===== src/rtl/dap_pkg.sv =====
// shared types and codes for the abbreviation stream parser
// used by the decoder, the output queue, the top level and the checker
`default_nettype none

package dap_pkg;

    localparam int DataW  = 64;
    localparam int TdataW = 136;   // 132 bits of fields padded to whole bytes

    typedef enum logic [2:0] {
        KIND_HEADER    = 3'd0,
        KIND_PAIR      = 3'd1,
        KIND_ENTRY_END = 3'd2,
        KIND_TABLE_END = 3'd3,
        KIND_ERROR     = 3'd4
    } dap_kind_t;

    localparam logic [2:0] ERR_NONE      = 3'd0;
    localparam logic [2:0] ERR_CHILDREN  = 3'd1;
    localparam logic [2:0] ERR_EARLY_END = 3'd2;
    localparam logic [2:0] ERR_TRUNCATED = 3'd3;
    localparam logic [2:0] ERR_OVERFLOW  = 3'd4;

    localparam logic [3:0] LEB_LAST_BYTE = 4'd9;

    typedef enum logic [4:0] {
        PH_CODE  = 5'b00001,
        PH_TAG   = 5'b00010,
        PH_CHILD = 5'b00100,
        PH_NAME  = 5'b01000,
        PH_FORM  = 5'b10000
    } dap_phase_t;

    typedef struct packed {
        dap_kind_t        kind;
        logic [DataW-1:0] first_value;
        logic [DataW-1:0] second_value;
        logic             has_children;
        logic [2:0]       error_code;
    } dap_rec_t;

    // records caused by one byte: a full first record and an optional error after it
    typedef struct packed {
        logic       valid;
        dap_rec_t   rec0;
        logic       two;
        logic [2:0] err1;
    } dap_pair_t;

endpackage

`default_nettype wire


===== src/rtl/dwarf_abbrev_stream_parser.sv =====
// abbreviation section parser: one byte per request in, decoded records out
// the records of a byte are registered in the result queue before they show on the master side
// throughput: one byte per cycle while s_tready is high; a byte giving two records holds the output
// for both, and the two-slot result queue drops s_tready only when both slots are full
// reset: aresetn synchronous active low, clears the parse state and empties the queue
// depends on dap_pkg, dap_decoder, dap_out_queue
`default_nettype none

module dwarf_abbrev_stream_parser
    import dap_pkg::*;
(
    input  wire logic              aclk,
    input  wire logic              aresetn,
    // input stream of section bytes
    input  wire logic              s_tvalid,
    output logic                   s_tready,
    input  wire logic [7:0]        s_tdata,   // [7:0] data_byte
    input  wire logic              s_tlast,   // section_last
    // result stream of records
    output logic                   m_tvalid,
    input  wire logic              m_tready,
    output logic [TdataW-1:0]      m_tdata,   // [63:0] first_value, [127:64] second_value,
                                              // [128] has_children, [131:129] error_code,
                                              // [135:132] zero
    output logic [2:0]             m_tuser,   // record_kind
    output logic                   m_tlast    // run_last
);

    logic      accept;
    dap_pair_t pair;
    dap_rec_t  rec;

    // a request is taken whenever the queue can absorb two more records
    assign accept = s_tvalid && s_tready;

    // parse state lives here; records come out combinationally for the byte on the port
    dap_decoder u_dec (
        .aclk         (aclk),
        .aresetn      (aresetn),
        .accept       (accept),
        .data_byte    (s_tdata),
        .section_last (s_tlast),
        .pair         (pair)
    );

    // bytes that produce nothing never enter the queue
    dap_out_queue u_q (
        .aclk      (aclk),
        .aresetn   (aresetn),
        .push      (accept && pair.valid),
        .push_pair (pair),
        .has_room  (s_tready),
        .out_valid (m_tvalid),
        .out_ready (m_tready),
        .out_rec   (rec),
        .out_last  (m_tlast)
    );

    // pack the record onto the bus
    assign m_tuser = rec.kind;
    assign m_tdata = {4'b0000, rec.error_code, rec.has_children,
                      rec.second_value, rec.first_value};

endmodule

`default_nettype wire


===== src/rtl/dap_decoder.sv =====
// parse state and per-byte record generation
// depends on dap_pkg
`default_nettype none

module dap_decoder
    import dap_pkg::*;
(
    input  wire logic       aclk,
    input  wire logic       aresetn,
    input  wire logic       accept,
    input  wire logic [7:0] data_byte,
    input  wire logic       section_last,
    output dap_pair_t       pair
);

    dap_phase_t       phase_reg, phase_next;
    logic [DataW-1:0] acc_reg, acc_next;
    logic [3:0]       cnt_reg, cnt_next;
    logic [DataW-1:0] code_reg, code_next;
    logic [DataW-1:0] name_reg, name_next;
    logic             ignore_reg, ignore_next;

    logic [6:0]       shamt;
    logic [DataW-1:0] merged;
    logic             leb_over;
    logic             leb_done;
    logic             rec_hit;
    logic             fail;
    logic             tab_end;
    dap_rec_t         rec;

    assign shamt    = {cnt_reg, 3'b000} - {3'b000, cnt_reg};
    assign merged   = acc_reg | ({{(DataW-7){1'b0}}, data_byte[6:0]} << shamt);
    assign leb_over = (cnt_reg > LEB_LAST_BYTE)
                   || ((cnt_reg == LEB_LAST_BYTE) && (data_byte[7:1] != 7'd0));
    assign leb_done = !data_byte[7];

    always_comb begin
        phase_next  = phase_reg;
        acc_next    = acc_reg;
        cnt_next    = cnt_reg;
        code_next   = code_reg;
        name_next   = name_reg;
        ignore_next = ignore_reg;
        rec_hit     = 1'b0;
        fail        = 1'b0;
        tab_end     = 1'b0;
        rec         = '{kind: KIND_ERROR, first_value: '0, second_value: '0,
                        has_children: 1'b0, error_code: ERR_NONE};
        pair        = '0;

        if (!ignore_reg) begin
            if (phase_reg == PH_CHILD) begin
                rec_hit = 1'b1;
                if (data_byte[7:1] == 7'd0) begin
                    rec.kind         = KIND_HEADER;
                    rec.first_value  = code_reg;
                    rec.second_value = name_reg;
                    rec.has_children = data_byte[0];
                    phase_next       = PH_NAME;
                end else begin
                    rec.error_code = ERR_CHILDREN;
                    fail           = 1'b1;
                end
            end else if (leb_over) begin
                rec_hit        = 1'b1;
                rec.error_code = ERR_OVERFLOW;
                fail           = 1'b1;
            end else if (!leb_done) begin
                acc_next = merged;
                cnt_next = cnt_reg + 4'd1;
            end else begin
                acc_next = '0;
                cnt_next = '0;
                case (phase_reg)
                    PH_CODE: begin
                        if (merged == '0) begin
                            rec_hit  = 1'b1;
                            rec.kind = KIND_TABLE_END;
                            tab_end  = 1'b1;
                        end else begin
                            code_next  = merged;
                            phase_next = PH_TAG;
                        end
                    end
                    PH_TAG: begin
                        name_next  = merged;
                        phase_next = PH_CHILD;
                    end
                    PH_NAME: begin
                        name_next  = merged;
                        phase_next = PH_FORM;
                    end
                    PH_FORM: begin
                        rec_hit = 1'b1;
                        if (name_reg == '0 && merged == '0) begin
                            rec.kind   = KIND_ENTRY_END;
                            phase_next = PH_CODE;
                        end else begin
                            rec.kind         = KIND_PAIR;
                            rec.first_value  = name_reg;
                            rec.second_value = merged;
                            phase_next       = PH_NAME;
                        end
                    end
                    default: phase_next = PH_CODE;
                endcase
            end

            // follow-up error: early table end, or section closing an open table
            pair.rec0 = rec;
            if (tab_end && !section_last) begin
                pair.two  = 1'b1;
                pair.err1 = ERR_EARLY_END;
            end else if (section_last && !tab_end && !fail) begin
                if (rec_hit) begin
                    pair.two  = 1'b1;
                    pair.err1 = ERR_TRUNCATED;
                end else begin
                    pair.rec0.error_code = ERR_TRUNCATED;
                end
            end
            pair.valid  = rec_hit || section_last;
            ignore_next = fail || tab_end;
            if (section_last && !tab_end && !fail) begin
                pair.valid = 1'b1;
            end else if (section_last && (tab_end || fail)) begin
                pair.valid = 1'b1;
            end
        end

        if (section_last) begin
            phase_next  = PH_CODE;
            acc_next    = '0;
            cnt_next    = '0;
            code_next   = '0;
            name_next   = '0;
            ignore_next = 1'b0;
        end
    end

    always_ff @(posedge aclk) begin
        if (!aresetn) begin
            phase_reg  <= PH_CODE;
            acc_reg    <= '0;
            cnt_reg    <= '0;
            code_reg   <= '0;
            name_reg   <= '0;
            ignore_reg <= 1'b0;
        end else if (accept) begin
            phase_reg  <= phase_next;
            acc_reg    <= acc_next;
            cnt_reg    <= cnt_next;
            code_reg   <= code_next;
            name_reg   <= name_next;
            ignore_reg <= ignore_next;
        end
    end

endmodule

`default_nettype wire


===== src/rtl/dap_out_queue.sv =====
// two-slot result queue, each slot holds the records of one byte
// depends on dap_pkg
`default_nettype none

module dap_out_queue
    import dap_pkg::*;
(
    input  wire logic      aclk,
    input  wire logic      aresetn,
    input  wire logic      push,
    input  wire dap_pair_t push_pair,
    output logic           has_room,
    output logic           out_valid,
    input  wire logic      out_ready,
    output dap_rec_t       out_rec,
    output logic           out_last
);

    dap_pair_t slot0_reg, slot0_next;
    dap_pair_t slot1_reg, slot1_next;
    logic      v0_reg, v0_next;
    logic      v1_reg, v1_next;
    logic      sel_reg, sel_next;
    logic      pop;
    logic      slot_done;

    assign has_room  = !v1_reg;
    assign out_valid = v0_reg;
    assign pop       = v0_reg && out_ready;
    assign slot_done = pop && (sel_reg || !slot0_reg.two);

    always_comb begin
        out_rec  = slot0_reg.rec0;
        out_last = !slot0_reg.two;
        if (sel_reg) begin
            out_rec  = '{kind: KIND_ERROR, first_value: '0, second_value: '0,
                         has_children: 1'b0, error_code: slot0_reg.err1};
            out_last = 1'b1;
        end
    end

    always_comb begin
        slot0_next = slot0_reg;
        slot1_next = slot1_reg;
        v0_next    = v0_reg;
        v1_next    = v1_reg;
        sel_next   = sel_reg;
        if (slot_done) begin
            slot0_next = slot1_reg;
            v0_next    = v1_reg;
            v1_next    = 1'b0;
            sel_next   = 1'b0;
        end else if (pop) begin
            sel_next = 1'b1;
        end
        if (push) begin
            if (!v0_next) begin
                slot0_next = push_pair;
                v0_next    = 1'b1;
            end else begin
                slot1_next = push_pair;
                v1_next    = 1'b1;
            end
        end
    end

    always_ff @(posedge aclk) begin
        if (!aresetn) begin
            v0_reg  <= 1'b0;
            v1_reg  <= 1'b0;
            sel_reg <= 1'b0;
        end else begin
            v0_reg  <= v0_next;
            v1_reg  <= v1_next;
            sel_reg <= sel_next;
        end
    end

    always_ff @(posedge aclk) begin
        slot0_reg <= slot0_next;
        slot1_reg <= slot1_next;
    end

endmodule

`default_nettype wire


===== config.mk =====
export PLATFORM = sky130hd
export DESIGN_NAME = dwarf_abbrev_stream_parser
export DESIGN_NICKNAME = d
export VERILOG_FILES = /design/src/rtl/dap_pkg.sv /design/src/rtl/dwarf_abbrev_stream_parser.sv /design/src/rtl/dap_decoder.sv /design/src/rtl/dap_out_queue.sv
export SDC_FILE = /design/constraint.sdc
export NUM_CORES = 1
export LEC_CHECK = 0
export ABC_AREA = 0
export BUFFER_PORTS_ARGS = -buffer_cell sky130_fd_sc_hd__buf_2
export CORE_MARGIN = 3
export CORE_UTILIZATION = 56
export CTS_CLUSTER_DIAMETER = 50
export CTS_CLUSTER_SIZE = 20
export DETAILED_ROUTE_END_ITERATION = 8
export GPL_TIMING_DRIVEN = 0
export PLACE_DENSITY_LB_ADDON = 0.05
export REMOVE_ABC_BUFFERS = 1
export SYNTH_ARGS = -nofsm -noshare
export SYNTH_HDL_FRONTEND = slang
export SYNTH_SLANG_ARGS = --single-unit

===== constraint.sdc =====
create_clock -name aclk -period 14 [get_ports aclk]
set_clock_uncertainty 0.15 [all_clocks]
set_input_delay 0 -clock aclk [delete_from_list [all_inputs] [get_ports aclk]]
set_output_delay 0 -clock aclk [all_outputs]
set_load 0.1 [all_outputs]

==> results of run 1 <==
==> worst paths after layout <==
check,start,slack (ps),depth (start not counted),endpoint
setup / recovery,u_dec.cnt_reg[0],5110,14,u_q.slot1_reg[113]
hold / removal,s_tdata[4],60,5,u_q.slot1_reg[4]
setup reg to reg,u_dec.cnt_reg[0],5110,14,u_q.slot1_reg[113]
hold reg to reg,u_dec.code_reg[45],320,2,u_dec.code_reg[45]
==> layout make-up <==
type / instances / area, um2 / area share
flip-flops and latches: 481 / 11010 / 0.4404
multi-input cells: 1557 / 10060 / 0.4025
repair buffers: 195 / 1589 / 0.06357
clock buffers: 52 / 1226 / 0.04906
well taps: 511 / 639.4 / 0.02558
clock inverters: 30 / 316.6 / 0.01266
inverters: 40 / 152.6 / 0.006107
diodes: 1 / 2.502 / 0.0001001
==> Yosys cell counts, types with 5 or more instances <==
| master | number | area (um2) |
|---|---|---|
| a221oi_1 | 9 | 78.83 |
| nor2b_1 | 136 | 850.8 |
| dfxtp_1 | 344 | 6887 |
| buf_6 | 12 | 135.1 |
| a22oi_1 | 108 | 810.8 |
| nor3_1 | 88 | 440.4 |
| buf_2 | 23 | 115.1 |
| a31o_2 | 5 | 43.79 |
| a31oi_1 | 13 | 81.33 |
| o21ai_0 | 59 | 295.3 |
| nand4_1 | 13 | 81.33 |
| and2_1 | 10 | 62.56 |
| a21oi_1 | 131 | 655.6 |
| mux2_2 | 9 | 101.4 |
| edfxtp_1 | 137 | 4114 |
| mux2i_1 | 275 | 2753 |
| o2bb2ai_1 | 12 | 105.1 |
| nor2_1 | 297 | 1115 |
| xnor2_1 | 5 | 43.79 |
| o22ai_1 | 60 | 375.4 |
| or2_2 | 6 | 37.54 |
| nand3_1 | 24 | 120.1 |
| nor3b_1 | 8 | 60.06 |
| buf_4 | 7 | 52.55 |
| buf_1 | 16 | 60.06 |
| nor4_1 | 33 | 206.5 |
| nand2b_1 | 9 | 56.30 |
| inv_1 | 37 | 138.9 |
| clkbuf_1 | 130 | 488.0 |
| a2bb2oi_1 | 21 | 183.9 |
| nand2_1 | 119 | 446.7 |
| a21o_1 | 11 | 82.58 |
| a211o_1 | 6 | 52.55 |
==> power by group <==
part,internal (mW),switching (mW)
clock network,0.676,0.586
logic,0.199,0.584
registers,1.48,0.0370
total,2.35,1.21
==> kinds of logic (layout without fill, tap and decap cells) <==
kind of cell,Yosys count,in the layout,synth area share
AND/OR/NAND/NOR,769,769,0.1680
buffers and inverters,228,317,0.04560
other,1,5,0.0001708
adder cells (fa/ha/maj),4,4,0.002280
AO/OA/AOI/OAI,482,482,0.1445
multiplexers,290,290,0.1351
XOR/XNOR,8,8,0.003192
flip-flops,481,481,0.5011
==> per-layer routing <==
| metal | vias to the layer above | part of all wire |
|---|---|---|
| met5 | - | 0 |
| met4 | 0 | 0.029 |
| met3 | 117 | 0.068 |
| met2 | 643 | 0.46 |
| met1 | 8532 | 0.44 |
| li1 | 8302 | - |
==> what timing repair did <==
action	CTS	global route
resized for setup	0	0
setup buffers	0	0
hold buffers	7	0
endpoints found under the hold margin	114	0
==> through the flow <==
stage | TNS (ps) | power, mW | instances
finish | 0 | 3.559 | 2867
global route | 0 | 3.679 | 2867
CTS | 0 | 3.578 | 2866
detailed placement | 0 | 2.322 | 2777
global placement | -825410 | 2.338 | 2739
floorplan | 0 | 2.153 | 2078
==> worst reg2reg max path, stage by stage, from the launching register on <==
cell      delay (ps)
dfxtp_1         1150
clkinv_1         590
ha_1             610
xnor2_1         1080
mux2i_1          330
mux2i_1          380
a31oi_1          640
nand4_1          160
nor4_1           840
nand4_1          470
nor3_4           510
o21ai_0          320
nor2_4           790
buf_12           310
buf_12           270
==> run_results.csv, run 1 <==
group,metric,value,unit
final_layout,drive_above_1_share,0.1321,
sta,period_share,0.6352,
placement,gp_congestion,0.9562,
clock_tree,cts_buffers,44,
sta,hold_slack,63.07,ps
floorplan,rows,71,
global_route,grt_usage,0.2854,
global_route,grt_pass1_vias,16580,
placement,port_buffers,150,
worst_setup_path,crit_fanout,33,
sta,fin_crit,8893,ps
worst_setup_path,cpPeakStageDelay,1150,ps
global_route,grt_start_max_net_pins,77,
final_layout,layout_commonest_cell,"dfxtp_1",
yosys,synth_top_flop_cell,"dfxtp_1",
detailed_routing,routed-via-count,17590,
worst_setup_path,path_cells,"clkinv_1, ha_1, xnor2_1, mux2i_1, mux2i_1, a31oi_1, nand4_1, nor4_1, nand4_1, nor3_4, o21ai_0, nor2_4, buf_12, buf_12",
final_layout,synthToLayoutAreaGrowth,13.87,%
detailed_routing,post_drt_wl_per_cell,21.25,um
floorplan,fp.coreArea,0.03811,mm2
final_layout,fin_nets,2336,
detailed_routing,firstDrtPassIters,6,
final_layout,stdcell_area,0.02500,mm2
power,p_per_area,142.4,mW/mm2
global_route,grtUsageMet1,0.4012,
worst_setup_path,path_delay_family,"simple AND/OR/NAND/NOR gates",
detailed_routing,drt_iter0_drc,1821,
worst_setup_path,path_buf_inv,3,
floorplan,dieArea,0.04161,mm2
worst_setup_path,end_kind,"register",
detailed_routing,wl,60.91,mm
placement,hpwl,40.80,mm
global_route,use_met2,0.4524,
global_route,met3_usage,0.05144,
global_route,antenna_found_initial,1,
clock_tree,cts_sinks,481,
global_route,grt_pass1_wl,94.63,mm
global_route,grt.overflow.total,0,
final_layout,fin_util,0.6559,
detailed_routing,vias_per_cell,6.137,
worst_setup_path,slowest_stage,"dfxtp_1",
sta,hold_violations,0,
sta,slew_viol_final,0,
clock_tree,h-tree-depth,2,
yosys,synth_edf_count,137,
final_layout,largest_reg_flops,139,
sta,fmax,0.1124,GHz
clock_tree,cts.clk_slew.worst_paths,70,ps
yosys,synthCells,2263,
yosys,syn_area,0.02195,mm2
clock_tree,cts-root-buf,"clkbuf_16",
yosys,yosysSeqAreaShare,0.5011,
yosys,avgSynthCellArea,9.700,um2
worst_setup_path,critPathRequiredTime,14130,ps
global_route,busiest_layer,"met2",
clock_tree,insertion_delay,590,ps
final_layout,fillers,3104,
floorplan,die_h,204.0,um
sta,setup-violations-final,0,
power,leakagePower,10.42,nW
final_layout,final_cell_mix,"342 x dfxtp_1, 294 x nor2_1, 275 x mux2i_1, 148 x buf_2, 137 x edfxtp_1",
sta,rsz0062_at_grt,"no",
yosys,synth_warnings,0,
outcome,outcome,"finished, final reports clean",
detailed_routing,ant_nets,0,
flow_run,maxCapViolCount,0,
worst_setup_path,worstPathArrival,9020,ps
yosys,synthDistinctLibCells,78,
yosys,synth-seq-cells,481,
floorplan,pin_count,155,
clock_tree,tritoncts,"yes",
floorplan,initial_utilization,0.5760,
placement,place_ws,5061,ps
sta,fin_ws,5107,ps
clock_tree,clockBufferDepth,3,
worst_setup_path,criticalPathCategory,"reg2reg",
detailed_routing,drcViolationCount,0,
sta,worstMarginPinSlew,1395,ps
sta,relSlewSlack,0.06700,
floorplan,die_w,204.0,um
worst_setup_path,startpoint_type,"register",
hold_path,min-delay-path-class,"in2reg",
placement,place_area,0.02338,mm2
yosys,synthArstFlopShare,0,
power,ir_drop,0.1293,mV
(Power assumes the default switching activity.)
==> run 2, diff against run 1 <==
clock period = 8.3 ns   (was 14 ns; I/O delays follow)
==> run 2 against run 1 <==
Final cell count barely moved. Largest cell class unchanged. Worst hold slack better by 7.1 ps. Utilization up 0.082 points. Critical endpoint unchanged.
==> run_results.csv, run 2 (synthesis results as in run 1) <==
group,metric,value,unit
outcome,outcome,"finished, final reports clean",
clock_tree,cts.clk_slew.worst_paths,70,ps
power,leakagePower,10.43,nW
placement,place_area,0.02338,mm2
clock_tree,clockBufferDepth,3,
worst_setup_path,cp_common_cell,"buf_12",
power,total_power,6.007,mW
worst_setup_path,worstPathArrival,7800,ps
sta,slew_viol_final,0,
final_layout,regArea,0.01101,mm2
final_layout,layout.cells.non_filler,2868,
placement,dp.cells,2777,
clock_tree,h-tree-depth,2,
worst_setup_path,path_cells,"clkinv_1, ha_2, mux2_2, mux2i_1, o22ai_1, a21oi_1, nor4bb_1, nand4_1, or4_1, nor3_4, o21ai_0, nor2_4, buf_12, buf_12",
sta,fmax,0.1304,GHz
global_route,antenna_found_initial,1,
clock_tree,insertion_delay,590,ps
floorplan,dieArea,0.04161,mm2
clock_tree,cts_buffers,44,
final_layout,synthToLayoutAreaGrowth,14.01,%
worst_setup_path,critPathRequiredTime,8430,ps
detailed_routing,vias_per_cell,6.157,
hold_path,min-delay-path-class,"in2reg",
final_layout,layout_commonest_cell,"dfxtp_1",
final_layout,drive_above_1_share,0.1346,
floorplan,pin_count,155,
hold_path,min_delay_worst_endpoint,"u_q.slot1_reg[4]",
floorplan,die_h,204.0,um
clock_tree,tritoncts,"yes",
worst_setup_path,r2r_slack,630,ps
final_layout,fillers,3102,
sta,worstMarginPinSlew,1316,ps
clock_tree,cts-root-buf,"clkbuf_16",
detailed_routing,drt_iter0_drc,1777,
sta,fin_crit,7670,ps
floorplan,initial_utilization,0.5760,
power,p_per_area,240.0,mW/mm2
final_layout,fin_nets,2337,
global_route,grt_pass1_wl,94.63,mm
global_route,grt_pass1_vias,16570,
detailed_routing,ant_nets,0,
sta,relSlewSlack,0.1131,
floorplan,fp.coreArea,0.03811,mm2
sta,setup-violations-final,0,
worst_setup_path,r2r_start,"u_dec.cnt_reg[0]",
flow_run,maxCapViolCount,0,
power,ir_drop,0.2181,mV
worst_setup_path,slowest_stage,"ha_2",
final_layout,multi_input_comb_area,0.01009,mm2
worst_setup_path,crit_fanout,33,
placement,gp_congestion,0.9562,
hold_path,hp-start,"s_tdata[4]",
final_layout,stdcell_area,0.02503,mm2
sta,hold_violations,0,
final_layout,largest_reg_flops,139,
placement,hpwl,40.80,mm
detailed_routing,firstDrtPassIters,6,
worst_setup_path,r2r-end,"u_q.slot1_reg[113]",
detailed_routing,post_drt_wl_per_cell,21.36,um
global_route,grt_start_max_net_pins,77,
final_layout,final_cell_mix,"341 x dfxtp_1, 294 x nor2_1, 275 x mux2i_1, 148 x buf_2, 137 x edfxtp_1",
detailed_routing,routed-via-count,17660,
floorplan,die_w,204.0,um
global_route,grt_usage,0.2855,
clock_tree,postCtsSetupBuffers,0,
placement,port_buffers,150,
detailed_routing,wl,61.25,mm
clock_tree,cts_sinks,481,
worst_setup_path,criticalPathCategory,"reg2reg",
detailed_routing,drcViolationCount,0,
global_route,grt.overflow.total,0,
worst_setup_path,startpoint_type,"register",
worst_setup_path,r2r.worst_path.cells,14,
sta,rsz0062_at_grt,"no",
sta,period_share,0.9240,
worst_setup_path,end_kind,"register",
worst_setup_path,cpPeakStageDelay,770,ps
floorplan,rows,71,
hold_path,holdPathStages,5,
## run 2: changes by cell type in the layout (fill, tap and decap cells not counted), sizes merged
cell	change
nor2	+1
## run 2: worst max-delay path by stage
stage / from / to / slack (ps) / depth (start not counted)
final: u_dec.cnt_reg[0] / u_q.slot1_reg[113] / 630 / 14
after detailed placement: u_dec.cnt_reg[0] / u_q.slot1_reg[112] / -640 / 14
after floorplan: u_q.sel_reg / u_q.slot0_reg[100] / -3720 / 4
after global routing: u_dec.cnt_reg[0] / u_q.slot1_reg[112] / 160 / 13
after global placement: u_q.sel_reg / u_q.slot0_reg[3] / -8780 / 4
after CTS: u_dec.cnt_reg[0] / u_q.slot1_reg[113] / 100 / 13
## run 2: area by class of cell
cell class / instances / share of cell area
clock buffers: 52 / 0.04900
repair buffers: 195 / 0.06349
multi-input cells: 1558 / 0.4032
flip-flops and latches: 481 / 0.4399
inverters: 40 / 0.006099
diodes: 1 / 0.00009999
well taps: 511 / 0.02555
clock inverters: 30 / 0.01265
## run 2: critical path, delay by kind of cell, from the launching register on
family                     cells  cell delay [ps]
AOI/OAI and AO/OA              3             1500
buffers and inverters          3              960
DFF                            1              750
and+or+nand+nor                5             2400
adders and majority gates      1              770
muxes                          2              780
## run 2: repair_timing
action,4_1_cts,5_1_grt
setup endpoints to repair,137,137
hold buffers,7,0
endpoints found under the hold margin,114,0
resized for setup,2,3
pin swaps,0,1
gates cloned,0,1
## run 2: per-layer routing
metal / GRT usage / share of wire
met5: 0 / 0
met4: 0.08774 / 0.027
met3: 0.05144 / 0.071
met2: 0.4525 / 0.46
met1: 0.4012 / 0.44
## run 2: per-stage QoR
step	hold WS [ps]	utilization	worst slack, ps	setup TNS (ps)
5_1_grt	107.5	0.6567	163.1	0
3_3_place_gp	139.6	0.5904	-8779	-3528890
4_1_cts	31.74	0.6560	103.2	0
6_report	70.13	0.6567	630.5	0
3_5_place_dp	142.6	0.6135	-639.3	-58330
2_1_floorplan	-35.58	-	-3723	-1009260
## run 2: power by group
part           switching (mW)  total, mW  internal [mW]  leakage (nW)
Sequential             0.0621       2.55           2.49          4.24
Clock                   0.987       2.13           1.14         0.758
Combinational           0.990       1.33          0.338          5.43
==> run 3, diff against run 2 <==
CTS_BUF_LIST = sky130_fd_sc_hd__clkbuf_4   (was unset)
==> run 3 against run 2 <==
Setup slack gained 56 ps. Sequential share of layout area grew 1.1 points. Global-route usage down 0.22 points. Flip-flop and latch count stayed put. Register-to-register slack improved by 60 ps. Final cell count up 0.63%. Wire length shrank 0.49%. First-iteration DRC count decreased by 9.9%. Total power shrank 13%. Combinational power about the same. Non-clock buffer count is 18 higher.
==> run_results.csv, run 3 (synthesis results as in run 1) <==
group,metric,value,unit
clock_tree,cts-root-buf,"clkbuf_4",
power,power.share.sequential,0.487,
clock_tree,cts.clk_slew.worst_paths,190,ps
final_layout,layout_commonest_cell,"dfxtp_1",
global_route,grt_start_max_net_pins,77,
power,power_frac_comb,0.255,
placement,place_area,0.02338,mm2
sta,rsz0062_at_grt,"no",
global_route,grt_usage,0.2833,
floorplan,rows,71,
final_layout,final_cell_mix,"341 x dfxtp_1, 294 x nor2_1, 275 x mux2i_1, 148 x buf_2, 137 x edfxtp_1",
worst_setup_path,path_cells,"clkinv_1, ha_2, mux2_2, mux4_2, a21oi_1, nor4bb_1, nand4_1, or4_1, nor3_4, o21ai_0, nor2_4, buf_12, buf_12",
flow_run,maxCapViolCount,0,
sta,fin_crit,7613,ps
floorplan,pin_count,155,
worst_setup_path,worstPathArrival,7980,ps
clock_tree,cts_buffers,44,
clock_tree,clockBufferDepth,3,
sta,slew_viol_final,0,
placement,gp_congestion,0.9562,
floorplan,initial_utilization,0.5760,
power,power.share.switching,0.3686,
detailed_routing,wl,60.95,mm
power,leakagePower,10.17,nW
sta,setup-violations-final,0,
sta,hold_slack,203.1,ps
placement,hpwl,40.80,mm
final_layout,largest_reg_flops,139,
final_layout,drive_above_1_share,0.1344,
worst_setup_path,end_kind,"register",
power,p_per_area,214.7,mW/mm2
placement,place_ws,-639.3,ps
clock_tree,h-tree-depth,2,
clock_tree,cts_sinks,481,
clock_tree,postCtsSetupBuffers,0,
final_layout,stdcell_area,0.02443,mm2
clock_tree,insertion_delay,860,ps
worst_setup_path,cpPeakStageDelay,790,ps
sta,relSlewSlack,0.08930,
power,power.share.clock,0.258,
power,total_power,5.243,mW
worst_setup_path,cp_common_cell,"buf_12",
detailed_routing,vias_per_cell,6.116,
sta,period_share,0.9172,
power,p_int,3.311,mW
worst_setup_path,critPathRequiredTime,8670,ps
floorplan,die_h,204.0,um
floorplan,dieArea,0.04161,mm2
detailed_routing,ant_nets,0,
detailed_routing,drt_iter0_drc,1601,
worst_setup_path,slowest_stage,"dfxtp_2",
worst_setup_path,criticalPathCategory,"reg2reg",
outcome,outcome,"finished, final reports clean",
floorplan,fp.coreArea,0.03811,mm2
sta,hold_violations,0,
global_route,grtUsageMet1,0.4002,
floorplan,die_w,204.0,um
hold_path,min-delay-path-class,"in2reg",
sta,tns,0,ps
sta,worstMarginPinSlew,1351,ps
sta,fmax,0.1314,GHz
sta,fin_ws,687.0,ps
detailed_routing,firstDrtPassIters,6,
detailed_routing,routed-via-count,17650,
clock_tree,tritoncts,"yes",
global_route,antenna_found_initial,1,
detailed_routing,drcViolationCount,0,
global_route,grt_pass1_wl,94.06,mm
final_layout,synthToLayoutAreaGrowth,11.27,%
global_route,busiest_layer,"met2",
global_route,grt_pass1_vias,16510,
power,netSwitchingPower,1.932,mW
final_layout,fin_nets,2355,
placement,port_buffers,150,
power,ir_drop,0.2225,mV
worst_setup_path,startpoint_type,"register",
global_route,use_met2,0.4448,
worst_setup_path,crit_fanout,33,
global_route,grt.overflow.total,0,
global_route,met3_usage,0.05351,
detailed_routing,post_drt_wl_per_cell,21.12,um
[run 3: cell count changes in the layout (fill, tap and decap cells not counted), sizes merged]
| cell | before | now |
|---|---|---|
| clkbuf | 52 | 49 |
| dlygate4sd3 | 7 | 25 |
| bufinv | 1 | 4 |
[run 3: worst max-delay path: cells and delay by family (launching register included)]
kind	cells	cell delay, ps
compound gates	2	1060
buf+inv	3	960
flops	1	790
fa+ha+maj	1	770
mux	2	1120
simple gates	5	2460
[run 3: timing repair]
item	CTS	global route
hold endpoints to repair	288	0
cloned	0	1
endpoints found under the setup margin	137	112
pin swaps	0	1
hold buffers	25	0
gates resized for setup	2	3
[run 3: power by group through the flow]
stage / sequential [mW] / clock, mW / combinational [mW]
2_1_floorplan: 2.60 / 0 / 1.03
3_3_place_gp: 2.62 / 0 / 1.32
3_5_place_dp: 2.61 / 0 / 1.31
4_1_cts: 2.56 / 1.39 / 1.32
5_1_grt: 2.57 / 1.47 / 1.40
6_report: 2.56 / 1.35 / 1.34
[run 3: layout make-up]
cell class | instances | area [um2]
Antenna cell | 1 | 2.502
Fill cell | 3189 | 13680
Sequential cell | 481 | 11010
Multi-Input combinational cell | 1558 | 10090
Clock inverter | 33 | 394.1
Clock buffer | 49 | 367.9
Inverter | 40 | 152.6
Tap cell | 511 | 639.4
Timing Repair Buffer | 213 | 1769
[run 3: path summary, 6_finish.rpt]
check | start | to | slack (ps) | cells past startpoint
worst max register to register | u_dec.cnt_reg[0] | u_q.slot1_reg[47] | 690 | 13
worst min register to register | u_dec.code_reg[45] | u_dec.code_reg[45] | 330 | 2
worst max-delay path | u_dec.cnt_reg[0] | u_q.slot1_reg[47] | 690 | 13
worst min-delay path | s_tdata[0] | u_dec.acc_reg[0] | 200 | 6
[run 3: layer usage]
| layer | routed length [um] | vias up |
|---|---|---|
| met5 | 0 | - |
| met4 | 1632 | 0 |
| met3 | 4291 | 94 |
| met2 | 27810 | 642 |
| met1 | 27220 | 8581 |
| li1 | - | 8333 |
[run 3: metrics by stage]
stage	cells	util
6_report	2886	0.6409
5_1_grt	2886	0.6409
4_1_cts	2884	0.6403
2_1_floorplan	2078	-
3_5_place_dp	2777	0.6135
3_3_place_gp	2739	0.5904
